[src/sv/chps_pkg.sv]
// shared widths, codes and constants of the column histogram / snr unit
// no dependencies; compiled first
`default_nettype none

package chps_pkg;

    // item field widths
    localparam int OPCODE_W  = 2;
    localparam int COLUMN_W  = 10;
    localparam int SAMPLE_W  = 16;
    localparam int BIN_OUT_W = 8;
    localparam int DB_W      = 15;

    // configuration port
    localparam int CFG_IDX_W   = 2;
    localparam int CFG_DATA_W  = 16;
    localparam int BIN_UNIT_W  = 16;
    localparam int CFG_BINS_W  = 9;
    localparam int THR_W       = 13;

    localparam logic [CFG_IDX_W-1:0] CFG_BIN_UNIT    = 2'd0;
    localparam logic [CFG_IDX_W-1:0] CFG_BINS_IN_USE = 2'd1;
    localparam logic [CFG_IDX_W-1:0] CFG_BG_COUNT    = 2'd2;
    localparam logic [CFG_IDX_W-1:0] CFG_SIG_COUNT   = 2'd3;

    localparam logic [BIN_UNIT_W-1:0] BIN_UNIT_RST = 16'd1;
    localparam logic [CFG_BINS_W-1:0] BINS_RST     = 9'd256;

    // opcodes
    localparam logic [OPCODE_W-1:0] OP_CLEAR  = 2'd0;
    localparam logic [OPCODE_W-1:0] OP_SAMPLE = 2'd1;
    localparam logic [OPCODE_W-1:0] OP_EVAL   = 2'd2;

    // histogram counters
    localparam int COUNT_W = 13;
    localparam logic [COUNT_W-1:0] COUNT_MAX = 13'd8191;
    localparam int ACC_W = COUNT_W + 1;

    // default geometry
    localparam int MAX_BINS_DEF    = 256;
    localparam int MAX_COLUMNS_DEF = 1024;

    // sample binning divider, radix 16
    localparam int DIV_BITS  = 4;
    localparam int DIV_STEPS = SAMPLE_W / DIV_BITS;

    // log unit
    localparam int LOG_ARG_W     = 12;
    localparam int LOG_N_W       = 4;
    localparam int LOG_FRAC_BITS = 24;
    localparam int LOG_Y_W       = 31;
    localparam int LOG_LQ_W      = LOG_N_W + LOG_FRAC_BITS;
    localparam int LOG_C_W       = 27;
    localparam int LOG_PROD_W    = LOG_LQ_W + LOG_C_W;
    localparam logic [LOG_C_W-1:0] DB_PER_OCTAVE_Q24 = 27'd101008905;
    localparam logic [LOG_PROD_W:0] LOG_ROUND_ONE = 56'h80_0000_0000;

    localparam logic signed [DB_W:0] SNR_LIMIT = 16'sd12800;

    typedef struct packed {
        logic                 start;
        logic [LOG_ARG_W-1:0] k;
    } log_req_t;

    typedef struct packed {
        logic            done;
        logic [DB_W-1:0] db;
    } log_rsp_t;

endpackage

`default_nettype wire

[src/sv/chps_log.sv]
// iterative 20*log10(k) unit, Q7.8 result, one squaring per cycle
// depends on chps_pkg
`default_nettype none

module chps_log import chps_pkg::*;
(
    input  wire logic     clk,
    input  wire logic     rst_n,
    input  wire log_req_t req,
    output log_rsp_t      rsp
);

    localparam logic [1:0] LS_IDLE = 2'd0;
    localparam logic [1:0] LS_SQ   = 2'd1;
    localparam logic [1:0] LS_MUL  = 2'd2;
    localparam logic [1:0] LS_RND  = 2'd3;

    localparam int CNT_W = $clog2(LOG_FRAC_BITS);

    logic [1:0]               state_reg, state_next;
    logic [CNT_W-1:0]         cnt_reg, cnt_next;
    logic [LOG_Y_W-1:0]       y_reg, y_next;
    logic [LOG_N_W-1:0]       n_reg, n_next;
    logic [LOG_FRAC_BITS-1:0] frac_reg, frac_next;
    logic [LOG_PROD_W-1:0]    prod_reg, prod_next;

    logic [LOG_N_W-1:0]     top_one;
    logic [2*LOG_Y_W-1:0]   sq;
    logic [LOG_Y_W:0]       sq_hi;
    logic [LOG_LQ_W-1:0]    lq;
    logic [LOG_PROD_W:0]    rounded;

    // position of the leading one
    always_comb
    begin
        top_one = '0;
        for (int i = 0; i < LOG_ARG_W; i++)
        begin
            if (req.k[i])
            begin
                top_one = LOG_N_W'(i);
            end
        end
    end

    assign sq      = y_reg * y_reg;
    assign sq_hi   = sq[2*LOG_Y_W-1:LOG_Y_W-1];
    assign lq      = {n_reg, frac_reg};
    assign rounded = {1'b0, prod_reg} + LOG_ROUND_ONE;

    always_comb
    begin
        state_next = state_reg;
        cnt_next   = cnt_reg;
        y_next     = y_reg;
        n_next     = n_reg;
        frac_next  = frac_reg;
        prod_next  = prod_reg;
        case (state_reg)
            LS_IDLE:
            begin
                if (req.start)
                begin
                    n_next     = top_one;
                    y_next     = LOG_Y_W'({req.k, 30'b0} >> top_one);
                    frac_next  = '0;
                    cnt_next   = '0;
                    state_next = LS_SQ;
                end
            end
            LS_SQ:
            begin
                // y in Q1.30: square into Q2.30, renormalize to [1,2) and take one fraction bit
                if (sq_hi[LOG_Y_W])
                begin
                    y_next    = sq_hi[LOG_Y_W:1];
                    frac_next = {frac_reg[LOG_FRAC_BITS-2:0], 1'b1};
                end
                else
                begin
                    y_next    = sq_hi[LOG_Y_W-1:0];
                    frac_next = {frac_reg[LOG_FRAC_BITS-2:0], 1'b0};
                end
                cnt_next = cnt_reg + CNT_W'(1);
                if (cnt_reg == CNT_W'(LOG_FRAC_BITS - 1))
                begin
                    state_next = LS_MUL;
                end
            end
            LS_MUL:
            begin
                prod_next  = lq * DB_PER_OCTAVE_Q24;
                state_next = LS_RND;
            end
            LS_RND:
            begin
                state_next = LS_IDLE;
            end
            default:
            begin
                state_next = LS_IDLE;
            end
        endcase
    end

    assign rsp.done = (state_reg == LS_RND);
    assign rsp.db   = DB_W'(rounded >> 40);

    always_ff @(posedge clk or negedge rst_n)
    begin
        if (!rst_n)
        begin
            state_reg <= LS_IDLE;
            cnt_reg   <= '0;
        end
        else
        begin
            state_reg <= state_next;
            cnt_reg   <= cnt_next;
        end
    end

    always_ff @(posedge clk)
    begin
        y_reg    <= y_next;
        n_reg    <= n_next;
        frac_reg <= frac_next;
        prod_reg <= prod_next;
    end

endmodule

`default_nettype wire

[config.mk]
export PLATFORM = sky130hd
export DESIGN_NAME = chps_log
export DESIGN_NICKNAME = d
export VERILOG_FILES = /design/src/sv/chps_pkg.sv /design/src/sv/chps_log.sv
export SDC_FILE = /design/constraint.sdc
export NUM_CORES = 2
export LEC_CHECK = 0
export BUFFER_PORTS_ARGS = -buffer_cell sky130_fd_sc_hd__buf_2
export CAP_MARGIN = 20
export CORE_ASPECT_RATIO = 1.2
export CORE_MARGIN = 1
export CORE_UTILIZATION = 30
export DETAILED_ROUTE_END_ITERATION = 16
export MAX_ROUTING_LAYER = met4
export SLEW_MARGIN = 20
export SYNTH_ARGS = -nofsm -noshare
export SYNTH_HDL_FRONTEND = slang
export SYNTH_SLANG_ARGS = --single-unit
[constraint.sdc]
create_clock -name clk -period 13.1 [get_ports clk]
set_input_delay 0.655 -clock clk [delete_from_list [all_inputs] [get_ports clk]]
set_output_delay 0.655 -clock clk [all_outputs]
set_load 0.005 [all_outputs]
### After elaboration in Yosys (flattened, before gate mapping)

Index checks and enable logic that the tools add are counted.

| storage, ports and cells | value |
|---|---|
| register bits | 121 |
| logic and storage cells | 44 |
| input bits | 15 |

| operators by class | value |
|---|---|
| reductions and logical operators | 5 |
| $add $sub $neg | 2 |
| multipliers | 2 |
| equality and inequality tests | 6 |
| shifts and indexed selects | 1 |
| muxes and demuxes | 22 |

Operator list:

| operator | number |
|---|---|
| $mul 31x31->62 | 1 |
| $mux 31 | 2 |
| $pmux 31 s2 | 1 |
| $add 55x40->55 const B | 1 |
| $mul 28x27->55 const B | 1 |
| $pmux 24 s2 | 1 |
| $shr 42x4->31 | 1 |
| $mux 4 | 8 |
| $mux 24 | 1 |
| $pmux 5 s2 | 1 |
| $mux 2 | 4 |
| $pmux 2 s4 | 1 |
| $reduce_and 2->1 | 3 |
| $add 5x1->5 const B | 1 |
| $eq 5x5->1 const B | 1 |
| $mux 5 | 1 |
| $eq 2x2->1 const B | 2 |
| $ne 2x2->1 const B | 2 |
| $eq 2x1->1 const B | 1 |
| $logic_not 2->1 | 1 |
| $mux 1 | 2 |
| $reduce_bool 2->1 | 1 |

### Logic depth before layout (Yosys ltp)

| depth | value |
|---|---|
| depth in word-level cells | 14 |
| depth in mapped cells | 32 |
| mapped depth without buffers | 27 |

### Worst setup path before layout

OpenSTA, ideal clock, no wires.

| path | value |
|---|---|
| path type | register -> register |
| start | reg y_reg[9] |
| end | reg y_reg[26], data pin |
| period minus slack after synthesis | 7.644 ns |
| data required time | 12.825 ns |
| setup slack | 5.456 ns |
| arrival time | 7.370 ns |
| path buffers | 5 |
| stages on the path, launching flop included | 29 |
| cell sequence | edfxtp_1 -> clkbuf_1 -> clkbuf_1 -> nand2_1 -> fa_1 -> fa_1 -> inv_1 -> fa_1 -> inv_1 -> fa_1 -> inv_1 -> fa_1 -> fa_1 -> fa_1 -> inv_1 -> fa_1 -> inv_1 -> ha_1 -> clkbuf_1 -> nand4_1 -> nor4_1 -> a211oi_1 -> o21ai_2 -> a211oi_2 -> a211o_1 -> buf_2 -> buf_4 -> o31ai_1 -> o221ai_1 |

| on the way | value |
|---|---|
| longest elaborated chain between the ends | 3 |

RTL lines:

| what | line | text |
|---|---|---|
| from (decl) | chps_log.sv:22 | `logic [LOG_Y_W-1:0] y_reg, y_next;` |
| from (signal assigned) | chps_log.sv:125 | `y_reg <= y_next;` |
| $mul 31x31->62 | chps_log.sv:46 | `assign sq = y_reg * y_reg;` |
| $mux 31 | chps_log.sv:74 | `if (sq_hi[LOG_Y_W])` |
| $pmux 31 s2 | chps_log.sv:59 | `case (state_reg)` |
| via y_next[26] | chps_log.sv:22 |  |

The timed path passes the listed nets, and every way through them passes these cells.
A chain may end at the register's enable or synchronous reset.

### Final worst setup path

| path | value |
|---|---|
| start | reg y_reg[5] |
| end | reg y_reg[0], data pin |

| on the way | value |
|---|---|
| longest elaborated chain between the ends | 3 |

RTL lines:

| what | line |
|---|---|
| $mul 31x31->62 | chps_log.sv:46 |
| $mux 31 | chps_log.sv:74 |
| $pmux 31 s2 | chps_log.sv:59 |

Every way passes these cells.

==> summary.txt <==
Yosys
  • Ys Warns: 0
  • Synthesized flop and latch total: a little over 80
  • Syn Nets: roughly 5,600
  • Ys async rst share: around 8.5%
  • Synth area leader: fa_1
  • Synth Flop Type: edfxtp_1
  • Syn Std Cell Area: 39,400 sq um
  • Yosys cell types: 72
  • Top post-synthesis cells by area: fa_1 (45%), ha_1 (18%), inv_1 (11%)
  • Avg Inst Size Synth: 9.59 sq um
  • EDFF count, synth: 75
  • Syn Inst Count: roughly 4,000
  • Synth top area share: 45.2%
  • Sequential share of the synthesized area: a little over 6%

Clocking
  • CTS HTree Levels: 3
  • CTS tree: yes
  • Clock net sink count: 82
  • Clock-pin slew on the worst setup and hold paths: 0.07 ns
  • Hold-fix buffers, CTS: 0
  • Setup Fix Bufs, Post-CTS: 0
  • Clk root buf: clkbuf_16
  • Clk buf depth: 2
  • CTS Buf Count: 9
  • Cts repair resizes: 0
  • Worst-skew pair later-pin latency: between 0.3 and 0.4 ns

Floorplanning
  • Num rows: approximately 150
  • Die extent in x: between 300 and 400 um
  • Die area: ~130,000 sq um
  • IO Pins: 31
  • Core Box Area: ~130,000 sq um
  • Initial core utilization: between 30 and 40%
  • Die Y-Extent: 399 um

Setup path
  • Worst-path maximum fanout: 29
  • Worst setup EP type: flip-flop
  • Arrival time at the worst endpoint: around 10 ns
  • R2R setup slack: approximately 3.3 ns
  • Setup CP Type: reg2reg
  • Data required, critical path: 13.31 ns
  • Worst setup SP type: flip-flop

Route
  • Drt first-iter violations: ~1,300
  • DRC Markers: 0
  • Pre-Repair DR Iteration Count: 6
  • Final ANT Viol Nets: 0
  • Vias per cell: between 4 and 5
  • Wire length per cell: ~18 um
  • DR vias: around 27,000
  • Drt total wl: roughly 100 mm

STA
  • Worst Setup Slack, final: roughly 3.3 ns
  • Slew headroom: between 20% and 30%
  • Final Cycle Share: 75.1%
  • F_max: approximately 100 MHz
  • Finish-stage setup viols: 0
  • Final Skew: slightly below 0.007 ns
  • Slew @ Worst Pin: ~1.1 ns
  • Final hold vios: 0
  • Minimum clock period: ~9.8 ns
  • Sum Neg Setup Slack: 0 ns
  • Unrepaired setup endpoints after global routing: no
  • Pins Over Slew Limit: 0

Placed design
  • Routability cong.: 0.932
  • Detailed placer's ending HPWL: 82.9 mm
  • Buffers on Ports: 30
  • Place WS: approximately 3.5 ns
  • Dpl cell area: roughly 42,000 sq um

Finish
  • Area of the multi-input gates: around 32,000 sq um
  • Fin area: roughly 42,000 sq um
  • Commonest non-fill, non-tap cell in the layout: inv_1
  • Share of layout cells above drive strength 1: 2.92%
  • Number of flip-flops in the largest register: 31
  • Layout Area Growth over Synthesis: 6.07%
  • FF/Latch Area: about 2400 sq um
  • Commonest cells after routing, fill and taps aside: inv_1 (1,172), fa_1 (890), ha_1 (560), nand2_1 (357), and2_1 (202)
  • Final #Nets: about 5,500
  • FILL cells: roughly 14,000

Job
  • Max-cap violations: 0

Status
  • Status: completed

GRT
  • Gr usage total: approximately 16%
  • First-pass GRT wire length: 164 mm
  • Initial antenna violation count: 2
  • GRT Residual Overflow: 0
  • Vias in the first global route: 30,508
  • Pin count of the biggest net entering global routing: 57

Hold path
  • Worst Hold Class: in2async
per-layer routing:
layer  share of wire [%]  track usage, %  vias to the layer above
li1                    -               -                    12348
met1                  38            18.0                    13886
met2                  55            30.6                      534
met3                 3.5            1.38                      182
met4                 3.4            5.17                        0
met5                   0               -                        -
cell type report:
class,count,share of cell area [%]
Antenna cell,3,0.0180
Clock buffer,10,0.547
Clock inverter,6,0.159
Multi-Input combinational cell,2732,76.8
Sequential cell,82,5.80
Inverter,1175,10.5
Tap cell,1690,5.06
Timing Repair Buffer,67,1.02
synthesized netlist by cell type (18+ instances only):
cell type / instances
o21ai_0: 50
nand4_1: 31
fa_1: 890
and2_1: 202
nand3_1: 27
ha_1: 560
xnor2_1: 56
edfxtp_1: 75
and3_1: 18
a21oi_1: 123
xor2_1: 30
clkbuf_1: 105
nor2_1: 111
a21o_1: 51
nor3_1: 26
nand2_1: 357
inv_1: 1173
through the flow:
step           hold slack [ns]  cells  utilization (%)
4_1_cts                  0.114   5762             32.1
2_1_floorplan            0.359   4110                -
3_3_place_gp             0.504   5746             31.9
3_5_place_dp             0.505   5746             31.9
6_report                 0.123   5765             32.1
5_1_grt                  0.119   5763             32.1
final timing paths:
check / startpoint / cells past startpoint / to
setup / recovery: y_reg[5]$_SDFFCE_PN0P_ / 24 / y_reg[0]$_SDFFCE_PN0P_
hold / removal: rst_n / 1 / cnt_reg[3]$_DFFE_PN0P_
setup reg to reg: y_reg[5]$_SDFFCE_PN0P_ / 24 / y_reg[0]$_SDFFCE_PN0P_
hold reg to reg: cnt_reg[1]$_DFFE_PN0P_ / 2 / cnt_reg[1]$_DFFE_PN0P_
max in group asynchronous: rst_n / 1 / state_reg[0]$_DFFE_PN0P_
min in group clk: cnt_reg[1]$_DFFE_PN0P_ / 2 / cnt_reg[1]$_DFFE_PN0P_
worst max-delay path: stages, from the launching register on:
cell	delay [ns]
edfxtp_1	1.00
buf_4	0.36
inv_1	0.18
nor2_1	0.26
fa_1	0.49
fa_1	0.49
fa_1	0.51
inv_1	0.05
fa_1	0.48
inv_1	0.06
fa_1	0.49
fa_1	0.57
fa_1	0.43
fa_1	0.44
ha_1	0.32
a21oi_1	0.20
o211ai_1	0.12
a21oi_1	0.15
a211oi_1	0.09
a211oi_1	0.87
o21ai_2	0.28
a211oi_2	0.36
a211o_1	0.82
o311ai_0	0.37
a21oi_1	0.24
cell families (layout without fill, tap and decap cells):
| family | Yosys count | after routing | synth area share, % |
|---|---|---|---|
| adders and majority gates | 1450 | 1450 | 63.0 |
| buffers and inverters | 1296 | 1258 | 12.4 |
| and+or+nand+nor | 825 | 825 | 10.0 |
| AOI/OAI and AO/OA | 358 | 358 | 6.05 |
| xor gates and xnor gates | 86 | 86 | 1.91 |
| DFF | 82 | 82 | 6.16 |
| muxes | 13 | 13 | 0.495 |
| other | 0 | 3 | 0 |
Power is left out: the tool's default activity adds up to more than one toggle a clock period on the data nets, which glitch-free logic cannot reach.
